## config.mk

```make
export PLATFORM = sky130hd
export DESIGN_NAME = timed_pad_macro_player_top
export DESIGN_NICKNAME = d
export VERILOG_FILES = /design/src/hdl/tpmp_pkg.sv /design/src/hdl/tpmp_ram.sv /design/src/hdl/timed_pad_macro_player_top.sv
export VERILOG_INCLUDE_DIRS = /design/src /design/src/hdl
export SDC_FILE = /design/constraint.sdc
export NUM_CORES = 2
export LEC_CHECK = 0
export ABC_AREA = 1
export ABC_CLOCK_PERIOD_IN_PS = 9650
export BUFFER_PORTS_ARGS = -buffer_cell sky130_fd_sc_hd__buf_4
export CORE_MARGIN = 3
export CORE_UTILIZATION = 40
export DETAILED_ROUTE_END_ITERATION = 7
export MAX_ROUTING_LAYER = met4
export PLACE_DENSITY = 0.66
export SLEW_MARGIN = 25
export SYNTH_ARGS = -nofsm -noshare
export SYNTH_HDL_FRONTEND = slang
export SYNTH_HIERARCHICAL = 1
export SYNTH_SLANG_ARGS = --single-unit
```

## constraint.sdc

```tcl
create_clock -name clk -period 9.65 [get_ports clk]
set_clock_uncertainty 0.05 [all_clocks]
set_input_delay 0.4825 -clock clk [delete_from_list [all_inputs] [get_ports clk]]
set_output_delay 0.4825 -clock clk [all_outputs]
set_load 0.01 [all_outputs]
```

## src/hdl/assert_macros.svh

```systemverilog
// ----------------------------------------------------------------------------
// assert_macros.svh
// Assertion helpers shared by the RTL; empty under synthesis.
// ----------------------------------------------------------------------------
`ifndef ASSERT_MACROS_SVH
`define ASSERT_MACROS_SVH

`ifndef SYNTHESIS
// clocked check, off while reset is asserted
`define TPMP_ASSERT(name, prop, msg) \
  name: assert property (@(posedge clk) disable iff (!rst_n) prop) else $error(msg);
// clocked check that also holds across reset
`define TPMP_ASSERT_RST(name, prop, msg) \
  name: assert property (@(posedge clk) prop) else $error(msg);
`else
`define TPMP_ASSERT(name, prop, msg)
`define TPMP_ASSERT_RST(name, prop, msg)
`endif

`endif

```

## src/hdl/tpmp_pkg.sv

```systemverilog
// ----------------------------------------------------------------------------
// tpmp_pkg
// Types and constants of the timed pad macro player.
// ----------------------------------------------------------------------------
`default_nettype none

package tpmp_pkg;

  localparam int MAX_STEPS = 16;
  localparam int IDX_W     = (MAX_STEPS > 1) ? $clog2(MAX_STEPS) : 1;
  localparam int CNT_W     = $clog2(MAX_STEPS + 1);

  localparam logic [23:0] ELAPSED_MAX = 24'hFFFFFF;
  localparam logic [7:0]  TRIG_FULL   = 8'hFF;

  typedef enum logic [2:0] {
    CMD_WRITE  = 3'd0,
    CMD_START  = 3'd1,
    CMD_STOP   = 3'd2,
    CMD_TOGGLE = 3'd3,
    CMD_TICK   = 3'd4
  } cmd_t;

  typedef enum logic [1:0] {
    REG_REPEAT_MODE = 2'd0,
    REG_TOTAL_MS    = 2'd1,
    REG_CYCLE_MS    = 2'd2,
    REG_STEP_COUNT  = 2'd3
  } cfg_reg_t;

  localparam logic [1:0] MODE_ONCE  = 2'd0;
  localparam logic [1:0] MODE_TIMED = 2'd1;
  localparam logic [1:0] MODE_LOOP  = 2'd2;
  // spare encoding, plays as loop
  localparam logic [1:0] MODE_SPARE = 2'd3;

  typedef enum logic {
    ST_IDLE = 1'b0,
    ST_SCAN = 1'b1
  } state_t;

  typedef struct packed {
    logic [2:0]  cmd;
    logic [3:0]  step_index;
    logic [15:0] step_start;
    logic [15:0] step_end;
    logic [15:0] step_hold;
    logic [15:0] effect_buttons;
    logic [1:0]  effect_stick_flags;
    logic [63:0] effect_sticks;
    logic [13:0] pad_buttons;
    logic [15:0] pad_triggers;
    logic [63:0] pad_sticks;
  } in_item_t;

  typedef struct packed {
    logic [13:0] out_buttons;
    logic [15:0] out_triggers;
    logic [63:0] out_sticks;
    logic        playing;
  } out_item_t;

  typedef struct packed {
    logic [15:0] start;
    logic [15:0] stop;
    logic [15:0] hold;
    logic [15:0] buttons;
    logic [1:0]  stick_flags;
    logic [63:0] sticks;
  } step_entry_t;

endpackage

`default_nettype wire

```

## src/hdl/tpmp_ram.sv

```systemverilog
// ----------------------------------------------------------------------------
// tpmp_ram
// Generic single-write, single-read RAM with registered read data.
// ----------------------------------------------------------------------------
`default_nettype none

module tpmp_ram #(
  parameter int WIDTH = 8,
  parameter int DEPTH = 16,
  parameter int AW    = (DEPTH > 1) ? $clog2(DEPTH) : 1
) (
  input  wire logic             clk,
  input  wire logic             we,
  input  wire logic [AW-1:0]    waddr,
  input  wire logic [WIDTH-1:0] wdata,
  input  wire logic [AW-1:0]    raddr,
  output logic      [WIDTH-1:0] rdata
);

  logic [WIDTH-1:0] mem_r [DEPTH];
  logic [WIDTH-1:0] rdata_r;

  always_ff @(posedge clk) begin
    if (we) begin
      mem_r[waddr] <= wdata;
    end
    rdata_r <= mem_r[raddr];
  end

  assign rdata = rdata_r;

endmodule

`default_nettype wire

```

## src/hdl/timed_pad_macro_player_top.sv

```systemverilog
// ----------------------------------------------------------------------------
// timed_pad_macro_player_top
// Plays a timed step table over a live gamepad state, one tick per ms.
// ----------------------------------------------------------------------------
// Usage:
//   Input beats are taken when start is high and busy is low. cmd selects
//   write step, start, stop, toggle or tick. Only a tick beat returns a
//   result: out_strobe is high for one cycle with the merged pad on
//   out_item. The receiver cannot stall; every result must be taken.
//   Config writes (cfg_we, cfg_addr, cfg_wdata) land at once and stop
//   playback; issue them only while idle.
// Timing:
//   Non-tick beats never raise busy. A tick that is not playing (inactive,
//   disabled or ending) gives its result in the next cycle. A playing tick
//   scans the step RAM one entry per cycle through its single read port
//   until a slot matches or the last entry is read, at most
//   min(step_count, MAX_STEPS) entries; busy stays high while it scans.
// Reset:
//   rst_n (synchronous) clears playback state and config; the step table
//   holds nothing valid until written.
// ----------------------------------------------------------------------------
`default_nettype none

`include "assert_macros.svh"

module timed_pad_macro_player_top (
  input  wire logic                 clk,
  input  wire logic                 rst_n,
  input  wire logic                 start,
  output logic                      busy,
  input  wire tpmp_pkg::in_item_t   in_item,
  output logic                      out_strobe,
  output tpmp_pkg::out_item_t       out_item,
  input  wire logic                 cfg_we,
  input  wire logic [1:0]           cfg_addr,
  input  wire logic [23:0]          cfg_wdata
);

  localparam int IDX_W = tpmp_pkg::IDX_W;
  localparam int CNT_W = tpmp_pkg::CNT_W;

  tpmp_pkg::state_t    state_r, state_nxt;
  logic [IDX_W-1:0]    idx_r, idx_nxt;
  logic                active_r, active_nxt;
  logic [23:0]         elapsed_r, elapsed_nxt;
  logic [15:0]         pos_r, pos_nxt;
  logic                out_strobe_r, out_strobe_nxt;
  tpmp_pkg::out_item_t out_item_r, out_item_nxt;

  logic [1:0]          repeat_mode_r;
  logic [23:0]         total_ms_r;
  logic [15:0]         cycle_ms_r;
  logic [4:0]          step_count_r;

  logic [13:0]         pad_buttons_r;
  logic [15:0]         pad_triggers_r;
  logic [63:0]         pad_sticks_r;

  logic                in_acc;
  logic                is_tick;
  logic                enabled;
  logic                stop_now;
  logic                go_scan;
  logic                tick_pass;
  logic [CNT_W-1:0]    n_steps;
  logic                scan_last;
  logic                slot_hit;
  logic                hold_hit;
  logic                scan_done;
  logic                scan_end;
  logic [23:0]         elapsed_inc;
  logic [16:0]         pos_inc;

  logic                ram_we;
  logic [IDX_W-1:0]    ram_waddr;
  logic [IDX_W-1:0]    ram_raddr;
  tpmp_pkg::step_entry_t ram_wdata;
  tpmp_pkg::step_entry_t ram_rdata;
  tpmp_pkg::out_item_t   merged;

  // ---- step table ----
  tpmp_ram #(
    .WIDTH ($bits(tpmp_pkg::step_entry_t)),
    .DEPTH (tpmp_pkg::MAX_STEPS)
  ) u_step_ram (
    .clk   (clk),
    .we    (ram_we),
    .waddr (ram_waddr),
    .wdata (ram_wdata),
    .raddr (ram_raddr),
    .rdata (ram_rdata)
  );

  assign busy    = (state_r != tpmp_pkg::ST_IDLE);
  assign in_acc  = start && !busy;
  assign is_tick = (in_item.cmd == tpmp_pkg::CMD_TICK);

  assign ram_we    = in_acc && (in_item.cmd == tpmp_pkg::CMD_WRITE) &&
                     (32'(in_item.step_index) < tpmp_pkg::MAX_STEPS);
  assign ram_waddr = IDX_W'(32'(in_item.step_index));
  assign ram_wdata = '{start:       in_item.step_start,
                       stop:        in_item.step_end,
                       hold:        in_item.step_hold,
                       buttons:     in_item.effect_buttons,
                       stick_flags: in_item.effect_stick_flags,
                       sticks:      in_item.effect_sticks};
  assign ram_raddr = (state_r == tpmp_pkg::ST_SCAN) ? idx_r + IDX_W'(1) : '0;

  always_comb begin
    if (32'(step_count_r) > tpmp_pkg::MAX_STEPS) begin
      n_steps = CNT_W'(tpmp_pkg::MAX_STEPS);
    end else begin
      n_steps = CNT_W'(step_count_r);
    end
  end

  assign enabled  = (cycle_ms_r != 16'd0) && (step_count_r != 5'd0);
  assign stop_now = ((repeat_mode_r == tpmp_pkg::MODE_ONCE) &&
                     (elapsed_r >= 24'(cycle_ms_r))) ||
                    ((repeat_mode_r == tpmp_pkg::MODE_TIMED) &&
                     (elapsed_r >= total_ms_r));
  assign go_scan   = active_r && enabled && !stop_now;
  assign tick_pass = (state_r == tpmp_pkg::ST_IDLE) && in_acc && is_tick && !go_scan;

  // ---- slot match on the entry now on the read port ----
  assign scan_last = (32'(idx_r) + 32'd1) >= 32'(n_steps);
  assign slot_hit  = (pos_r >= ram_rdata.start) && (pos_r < ram_rdata.stop);
  assign hold_hit  = ({1'b0, pos_r} < ({1'b0, ram_rdata.start} + {1'b0, ram_rdata.hold}));
  assign scan_done = slot_hit || scan_last;
  assign scan_end  = (state_r == tpmp_pkg::ST_SCAN) && scan_done;

  assign elapsed_inc = (elapsed_r < tpmp_pkg::ELAPSED_MAX) ? elapsed_r + 24'd1 : elapsed_r;
  assign pos_inc     = {1'b0, pos_r} + 17'd1;

  // ---- merge ----
  always_comb begin
    merged.out_buttons  = pad_buttons_r;
    merged.out_triggers = pad_triggers_r;
    merged.out_sticks   = pad_sticks_r;
    merged.playing      = 1'b1;
    if (slot_hit && hold_hit) begin
      merged.out_buttons = pad_buttons_r |
                           {ram_rdata.buttons[15:8], ram_rdata.buttons[5:0]};
      if (ram_rdata.buttons[6]) begin
        merged.out_triggers[7:0] = tpmp_pkg::TRIG_FULL;
      end
      if (ram_rdata.buttons[7]) begin
        merged.out_triggers[15:8] = tpmp_pkg::TRIG_FULL;
      end
      if (ram_rdata.stick_flags[0]) begin
        merged.out_sticks[31:0] = ram_rdata.sticks[31:0];
      end
      if (ram_rdata.stick_flags[1]) begin
        merged.out_sticks[63:32] = ram_rdata.sticks[63:32];
      end
    end
  end

  // ---- next state ----
  always_comb begin
    state_nxt = state_r;
    unique case (state_r)
      tpmp_pkg::ST_IDLE: begin
        if (in_acc && is_tick && go_scan) begin
          state_nxt = tpmp_pkg::ST_SCAN;
        end
      end
      tpmp_pkg::ST_SCAN: begin
        if (scan_done) begin
          state_nxt = tpmp_pkg::ST_IDLE;
        end
      end
      default: state_nxt = tpmp_pkg::ST_IDLE;
    endcase
  end

  // ---- outputs and datapath ----
  always_comb begin
    idx_nxt        = idx_r;
    active_nxt     = active_r;
    elapsed_nxt    = elapsed_r;
    pos_nxt        = pos_r;
    out_strobe_nxt = 1'b0;
    out_item_nxt   = out_item_r;
    unique case (state_r)
      tpmp_pkg::ST_IDLE: begin
        if (in_acc) begin
          unique case (tpmp_pkg::cmd_t'(in_item.cmd))
            tpmp_pkg::CMD_START: begin
              active_nxt  = 1'b1;
              elapsed_nxt = '0;
              pos_nxt     = '0;
            end
            tpmp_pkg::CMD_STOP: begin
              active_nxt = 1'b0;
            end
            tpmp_pkg::CMD_TOGGLE: begin
              if (active_r) begin
                active_nxt = 1'b0;
              end else begin
                active_nxt  = 1'b1;
                elapsed_nxt = '0;
                pos_nxt     = '0;
              end
            end
            tpmp_pkg::CMD_TICK: begin
              if (go_scan) begin
                idx_nxt = '0;
              end else begin
                out_strobe_nxt            = 1'b1;
                out_item_nxt.out_buttons  = in_item.pad_buttons;
                out_item_nxt.out_triggers = in_item.pad_triggers;
                out_item_nxt.out_sticks   = in_item.pad_sticks;
                out_item_nxt.playing      = 1'b0;
                if (active_r && !enabled) begin
                  elapsed_nxt = elapsed_inc;
                end else if (active_r) begin
                  active_nxt = 1'b0;
                end
              end
            end
            default: ;
          endcase
        end
      end
      tpmp_pkg::ST_SCAN: begin
        if (scan_done) begin
          out_strobe_nxt = 1'b1;
          out_item_nxt   = merged;
          if (elapsed_r < tpmp_pkg::ELAPSED_MAX) begin
            elapsed_nxt = elapsed_inc;
            pos_nxt     = (pos_inc == {1'b0, cycle_ms_r}) ? 16'd0 : pos_inc[15:0];
          end
        end else begin
          idx_nxt = idx_r + IDX_W'(1);
        end
      end
      default: ;
    endcase
    if (cfg_we) begin
      active_nxt = 1'b0;
    end
  end

  // ---- registers ----
  always_ff @(posedge clk) begin
    if (!rst_n) begin
      state_r       <= tpmp_pkg::ST_IDLE;
      idx_r         <= '0;
      active_r      <= 1'b0;
      elapsed_r     <= '0;
      pos_r         <= '0;
      out_strobe_r  <= 1'b0;
      repeat_mode_r <= '0;
      total_ms_r    <= '0;
      cycle_ms_r    <= '0;
      step_count_r  <= '0;
    end else begin
      state_r      <= state_nxt;
      idx_r        <= idx_nxt;
      active_r     <= active_nxt;
      elapsed_r    <= elapsed_nxt;
      pos_r        <= pos_nxt;
      out_strobe_r <= out_strobe_nxt;
      if (cfg_we) begin
        unique case (tpmp_pkg::cfg_reg_t'(cfg_addr))
          tpmp_pkg::REG_REPEAT_MODE: repeat_mode_r <= cfg_wdata[1:0];
          tpmp_pkg::REG_TOTAL_MS:    total_ms_r    <= cfg_wdata;
          tpmp_pkg::REG_CYCLE_MS:    cycle_ms_r    <= cfg_wdata[15:0];
          tpmp_pkg::REG_STEP_COUNT:  step_count_r  <= cfg_wdata[4:0];
          default: ;
        endcase
      end
    end
  end

  always_ff @(posedge clk) begin
    out_item_r <= out_item_nxt;
    if (in_acc && is_tick) begin
      pad_buttons_r  <= in_item.pad_buttons;
      pad_triggers_r <= in_item.pad_triggers;
      pad_sticks_r   <= in_item.pad_sticks;
    end
  end

  assign out_strobe = out_strobe_r;
  assign out_item   = out_item_r;

  // ---- checks ----
  `TPMP_ASSERT_RST(a_reset_quiet, !rst_n |=> (!out_strobe_r && !busy), "not quiet after reset")
  `TPMP_ASSERT(a_strobe_src, out_strobe_r |-> $past(tick_pass || scan_end), "stray result beat")
  `TPMP_ASSERT(a_play_scan, out_strobe_r && out_item_r.playing |-> $past(busy), "unscanned play")
  `TPMP_ASSERT(a_cfg_stops, cfg_we |=> !active_r, "config write did not stop playback")

endmodule

`default_nettype wire
```

Word-level counts from Yosys, hierarchy flattened
Memories as Yosys holds them, arrays and structs flattened. A register that Yosys moved wholly into a read port is not among the register bits.
Cells that the tools add are included.
Storage, ports and cells
  memories kept: 1
  input bits: 261
  bits in writable memories: 2080
  register bits after elaboration: 283
  output and inout bits: 97
  logic and storage cells: 137
Operators by class
  eq/ne operators: 23
  reduce and logical (&&, ||, !) cells: 33
  mux-type cells: 47
  magnitude comparators: 8
  bitwise gates (word level): 3
  add/sub/neg operators: 5
Memory list
  u_step_ram.mem_r: depth 16, bits a word 130, read ports 1, clocked after memory_dff 1, wr ports 1, RTL line tpmp_ram.sv:20  | logic [WIDTH-1:0] mem_r [DEPTH];
Operators by type and width (number)
  $mux 95: 4
  $pmux 95 s2: 1
  $mux 24: 7
  $mux 94: 1
  $mux 16: 5
  $pmux 24 s3: 1
  $mux 32: 2
  $pmux 16 s2: 2
  $pmux 24 s2: 1
  $add 24x1->24 const B: 1
  $ge 24x16->1: 1
  $ge 24x24->1: 1
  $lt 24x24->1 const B: 1
  $mux 4: 5
  $add 16x1->17 const B: 1
  $add 16x16->17: 1
  $eq 17x16->1: 1
  $lt 16x17->1: 1
  $ge 16x16->1: 1
  $lt 16x16->1: 1
  $mux 8: 2
  $reduce_bool 16->1: 1
  $ne 2x2->1 const B: 7
  $or 14x14->14: 1
  other kinds (32): 69

Depth between registers and ports, before layout
  depth after elaboration: 9
  mapped depth: 24
  mapped depth without buffers: 23

Cells and area by module
The synthesis kept the hierarchy.
Modules (own cells, without submodules)
  tpmp_ram: cells each 7911, sequential area each 65062.4 um2, instances 1, area each 89052.9 um2
  timed_pad_macro_player_top: cells each 2085, sequential area each 7557.2 um2, instances 1, area each 17133.9 um2

Worst setup path after synthesis
No wires, ideal clock.
  path kind: register to register
  from: reg state_r (netlist: busy)
  to: mem u_step_ram/mem_r[12][0] (netlist bit) (enable)
  data required time: 8979 ps
  library setup time: 621 ps
  cell stages (with the launch flop): 7
  clock period less this slack: 7330 ps
  path buffers: 1
  arrival time: 6659 ps
  slack: 2320 ps
  path through: dfxtp_1 > clkbuf_1 > clkinv_1 > nand2_1 > nor3_1 > nand3_1 > nor2_1
Between the ends
  word-level cells in the longest chain between the ends: 5
Ends and longest elaborated chain
  from (decl): RTL line timed_pad_macro_player_top.sv:42  | tpmp_pkg::state_t state_r, state_nxt;
  from (signal assigned): RTL line timed_pad_macro_player_top.sv:248  | state_r <= tpmp_pkg::ST_IDLE;
  from (signal assigned): RTL line timed_pad_macro_player_top.sv:259  | state_r <= state_nxt;
  $logic_not 1->1: RTL line timed_pad_macro_player_top.sv:95  | assign in_acc = start && !busy;
  $logic_and 1x1->1: RTL line timed_pad_macro_player_top.sv:95
  $logic_and 1x1->1: RTL line timed_pad_macro_player_top.sv:98  | assign ram_we = in_acc && (in_item.cmd == tpmp_pkg::CMD_WRITE) &&
  via ram_we: RTL line timed_pad_macro_player_top.sv:74  | logic ram_we;
  $mux 1: RTL line tpmp_ram.sv:24  | if (we) begin
  $mux 1 (not written as such): RTL line tpmp_ram.sv:25  | mem_r[waddr] <= wdata;
  to (decl): RTL line tpmp_ram.sv:20
The timed path passes the listed nets, and every way through them passes these cells.

==> results.rst <==
.. list-table::
   :header-rows: 1

   * - Metric
     - Value
   * - Post-CTS setup buffer count
     - 0
   * - Count of input and output buffers
     - 357
   * - Run status
     - finished clean
   * - Setup repair after global routing missed its margin
     - false
   * - Global-route wire length before repair
     - between 400000 and 500000 um
   * - Worst R2R Start
     - u_step_ram/rdata[84]
   * - Die ar.
     - 0.2717 sq mm
   * - TritonCTS clock tree
     - yes
   * - Top fanout value on the critical path
     - 62
   * - Avg Inst Size Synth
     - 10.62 sq um
   * - Number of top-level design ports
     - 358
   * - Cells after synthesis
     - between 9k and 10k
   * - Final core utilization
     - 46.68%
   * - Mapped Nets
     - approximately 10k
   * - Clock-pin slew on the worst setup and hold paths
     - roughly 0.06 ns
   * - Placeable Area
     - 0.2632 sq mm
   * - Maximum number of pins on one net before global-route repair
     - 230
   * - Main combinational cell family by area after synthesis
     - simple AND/OR/NAND/NOR gates
   * - Total detailed-routing wirelength
     - 295100 um
   * - Via total after detailed routing
     - 73.63k
   * - Worst hold-check path type
     - in -> reg
   * - Launch point of the critical path
     - u_step_ram/rdata[84]
   * - Setup slack of the worst register-to-register path
     - 4.74 ns
   * - Cell area after technology mapping
     - roughly 0.11 sq mm
   * - Number of detailed-route iterations in the first pass
     - 6
   * - Kind of critical path
     - reg -> reg
   * - Last weighted congestion value of the routability-driven placer
     - 0.8931
   * - Sequential-to-total area share from yosys stat
     - about two thirds
   * - Final critical-path share of the clock period
     - 50.91%
   * - Post-Route Setup TNS
     - 0 ns
   * - Maximum clock rate
     - 203.5 MHz
   * - Share of the synthesized area in compound gates (AO/OA/AOI/OAI)
     - 1.376%
   * - Commonest non-fill, non-tap cells in the layout
     - 3489 x sky130_fd_sc_hd__nand2_1, 2269 x sky130_fd_sc_hd__edfxtp_1, 1557 x sky130_fd_sc_hd__nand3_1
   * - Standby leakage power
     - 49.03 nW
   * - Synthesis-to-finish area growth
     - 15.70%
   * - CTS H-Tree Depth
     - 5
   * - Area share of the largest cell type after synthesis
     - 64.17%
   * - Worst endpoint required time
     - 10.37 ns
   * - Max Cap Violations
     - 0
   * - GRT Residual Overflow
     - 0
   * - Total routing resource utilization after global routing
     - 21.82%
   * - Shortest period the worst path allows
     - around 4.9 ns
   * - Worst Tran Pin Value
     - 1.249 ns
   * - Routed WL per cell
     - approximately 21 um
   * - Async S/R FF share, synth
     - 0%
   * - Share of synthesized cell area in full adder, half adder and majority cells
     - 1.315%
   * - Unique masters post-synth
     - about 50
   * - Post-synthesis simple-gate area fraction
     - 21.54%
   * - CP Capture Point
     - out_item[29]
   * - Vias in the first global route
     - between 70k and 80k
   * - Number of DRC markers in iteration 0
     - slightly below 8k
   * - Share of final-layout standard cells stronger than drive strength 1
     - a little under a tenth
   * - DIE HEIGHT
     - 521.2 um
   * - Worst vdd rail ir drop
     - 0.1981 mV
   * - Number of nets with antenna violations after routing
     - 0
   * - Antenna violations before repair
     - 51
   * - Count of endpoints failing setup in the final report
     - 0
   * - Cell accounting for the most synthesized area
     - sky130_fd_sc_hd__edfxtp_1
   * - Number of synthesized register bits
     - 2493
   * - PD cells
     - 182.2 mW/mm^2
   * - Endpoint of the worst register-to-register path
     - out_item[29]
   * - Number of sinks driven by the clock tree
     - about 2.5k
   * - Root buffer cell
     - sky130_fd_sc_hd__clkbuf_16
   * - Leading register cell type out of synthesis
     - sky130_fd_sc_hd__edfxtp_1
   * - Data arrival time of the critical path
     - 5.64 ns
   * - Depth of the worst register-to-register path
     - 23
   * - Post-detailed-placement half-perimeter wirelength
     - about 160000 um
   * - Placement row count
     - 188
   * - Initial core utilization
     - 40.34%
   * - Layout net count
     - 10.82k
   * - CTS Buffer Depth
     - 4
   * - Post-synth EDFFs
     - ~2.3k
   * - Top area cells in the synthesized netlist
     - sky130_fd_sc_hd__edfxtp_1 64%, sky130_fd_sc_hd__nand2_1 12%, sky130_fd_sc_hd__nand3_1 7.3%
   * - Remaining design rule violation count
     - 0
   * - TritonCTS buffer count
     - 278
   * - Commonest non-fill, non-tap cell in the layout
     - sky130_fd_sc_hd__nand2_1
   * - Clock Latency Late Sink
     - 0.93 ns
   * - Via/cell ratio
     - just over 5
   * - Slew HR
     - between 15 and 20%
   * - Final Slew Violations
     - 0
   * - Xor and xnor fraction of the mapped netlist area
     - 0.3900%
   * - Hold violation count in the final report
     - 0
   * - Die extent in x
     - between 500 and 600 um
   * - Element type at the critical path end
     - register
   * - Startpoint kind of the worst setup timing path
     - register
   * - Share of cell area taken by muxes after synthesis
     - less than 1%
   * - Count of synthesis-stage warnings from yosys
     - 6
==> report_power, final <==
group / switching, mW / total [mW] / internal (mW)
registers: 0.0279 / 11.8 / 11.8
clock network: 4.11 / 9.94 / 5.84
logic: 0.373 / 0.595 / 0.222
total: 4.51 / 22.4 / 17.9
==> worst max-delay path: stages (launching register included) <==
cell,delay (ns)
sky130_fd_sc_hd__dfxtp_1,0.31
sky130_fd_sc_hd__ha_1,0.37
sky130_fd_sc_hd__nand2_1,0.07
sky130_fd_sc_hd__nand2_1,0.08
sky130_fd_sc_hd__nand3_1,0.07
sky130_fd_sc_hd__nand2_1,0.06
sky130_fd_sc_hd__a21oi_1,0.05
sky130_fd_sc_hd__o21ai_0,0.36
sky130_fd_sc_hd__a21boi_0,0.22
sky130_fd_sc_hd__o21ai_0,0.35
sky130_fd_sc_hd__xnor2_1,0.18
sky130_fd_sc_hd__ha_1,0.26
sky130_fd_sc_hd__nand2_1,0.10
sky130_fd_sc_hd__nor2_1,0.05
sky130_fd_sc_hd__nor2_1,0.08
sky130_fd_sc_hd__nand2_1,0.06
sky130_fd_sc_hd__nand2_1,0.09
sky130_fd_sc_hd__nand2_1,0.09
sky130_fd_sc_hd__nor2_4,0.50
sky130_fd_sc_hd__buf_4,0.68
sky130_fd_sc_hd__nand4_1,0.22
sky130_fd_sc_hd__nand2_1,0.13
sky130_fd_sc_hd__nand2_1,0.05
sky130_fd_sc_hd__nand2_1,0.08
==> logic make-up (layout without fill, tap and decap cells) <==
| group | after synthesis | after routing |
|---|---|---|
| DFF | 2493 | 2493 |
| and+or+nand+nor | 5420 | 5420 |
| adders and majority gates | 111 | 111 |
| muxes | 64 | 64 |
| buffers and inverters | 1590 | 2245 |
| AOI/OAI and AO/OA | 274 | 274 |
| other | 0 | 24 |
| xor gates and xnor gates | 44 | 44 |
==> layer usage <==
layer	global-route usage, %	wire [um]
met2	34.27	138200
met4	6.221	8066
met3	2.735	23350
met1	29.89	125500
met5	-	0
==> metrics by stage <==
stage               cell area (sq um)  worst slack (ns)  hold WS [ns]  total power, mW  instances
floorplan                      106200             2.320        0.3831            12.26       9996
global placement               111600             4.384        0.3925            12.55      13420
detailed placement             111600             4.802        0.4046            12.57      13430
CTS                            122600             4.796       0.01416            22.56      14160
global route                   122800             4.283       0.09616            23.03      14180
finish                         122900             4.737       0.08657            22.39      14190
==> final cells by class <==
type | count | area [sq um]
antenna | 24 | 60.06
clock buffer | 381 | 7630
clock inverter | 99 | 822.0
fill | 23300 | 140400
inverter | 1065 | 4045
multi-input combinational | 5913 | 27020
sequential | 2493 | 72630
tap | 3515 | 4398
timing repair buffer | 700 | 6257
==> how the worst min path moves through the flow <==
stage	cells past startpoint	startpoint	slack, ns	endpoint
3_5_place_dp	2	total_ms_r[6]	0.40	total_ms_r[6]
5_1_grt	3	cfg_addr[1]	0.1	step_count_r[2]
2_1_floorplan	2	total_ms_r[10]	0.38	total_ms_r[10]
3_3_place_gp	2	total_ms_r[4]	0.39	total_ms_r[4]
4_1_cts	3	cfg_addr[1]	0.01	step_count_r[0]
6_report	3	cfg_addr[1]	0.09	step_count_r[0]
==> sequential cells by signal (all words and copies together), names as in the netlist <==
register	flops
total_ms_r	24
busy	1
pos_r	16
pad_buttons_r	14
u_step_ram/rdata	130
idx_r	4
pad_sticks_r	64
out_strobe	1
u_step_ram/mem_r	2080
cycle_ms_r	16
repeat_mode_r	2
step_count_r	5
out_item	95
pad_triggers_r	16
active_r	1
elapsed_r	24
==> cells in the mapped netlist, types with 2 or more instances <==
master / n
sky130_fd_sc_hd__a21o_1: 4
sky130_fd_sc_hd__a21oi_1: 171
sky130_fd_sc_hd__a22oi_1: 19
sky130_fd_sc_hd__a31oi_1: 2
sky130_fd_sc_hd__buf_1: 38
sky130_fd_sc_hd__buf_2: 288
sky130_fd_sc_hd__buf_4: 47
sky130_fd_sc_hd__buf_6: 25
sky130_fd_sc_hd__clkbuf_1: 126
sky130_fd_sc_hd__clkinv_1: 4
sky130_fd_sc_hd__dfxtp_1: 224
sky130_fd_sc_hd__edfxtp_1: 2269
sky130_fd_sc_hd__ha_1: 110
sky130_fd_sc_hd__inv_1: 1036
sky130_fd_sc_hd__inv_2: 24
sky130_fd_sc_hd__mux2_2: 64
sky130_fd_sc_hd__nand2_1: 3489
sky130_fd_sc_hd__nand2_2: 2
sky130_fd_sc_hd__nand2_4: 2
sky130_fd_sc_hd__nand3_1: 1557
sky130_fd_sc_hd__nand3_2: 2
sky130_fd_sc_hd__nand3b_1: 12
sky130_fd_sc_hd__nand4_1: 99
sky130_fd_sc_hd__nand4_4: 4
sky130_fd_sc_hd__nor2_1: 186
sky130_fd_sc_hd__nor2_2: 5
sky130_fd_sc_hd__nor2_4: 2
sky130_fd_sc_hd__nor3_1: 21
sky130_fd_sc_hd__nor3_2: 2
sky130_fd_sc_hd__nor4_1: 7
sky130_fd_sc_hd__o21a_1: 4
sky130_fd_sc_hd__o21ai_0: 63
sky130_fd_sc_hd__o21ai_1: 4
sky130_fd_sc_hd__or2_2: 27
sky130_fd_sc_hd__xnor2_1: 20
sky130_fd_sc_hd__xor2_1: 22
==> what timing repair did <==
action / in CTS / in global routing
endpoints found under the hold margin: 2320 / 0
resized for setup: 0 / 0
hold buffers: 255 / 0
Note: power is estimated with default switching activity, not from simulation.
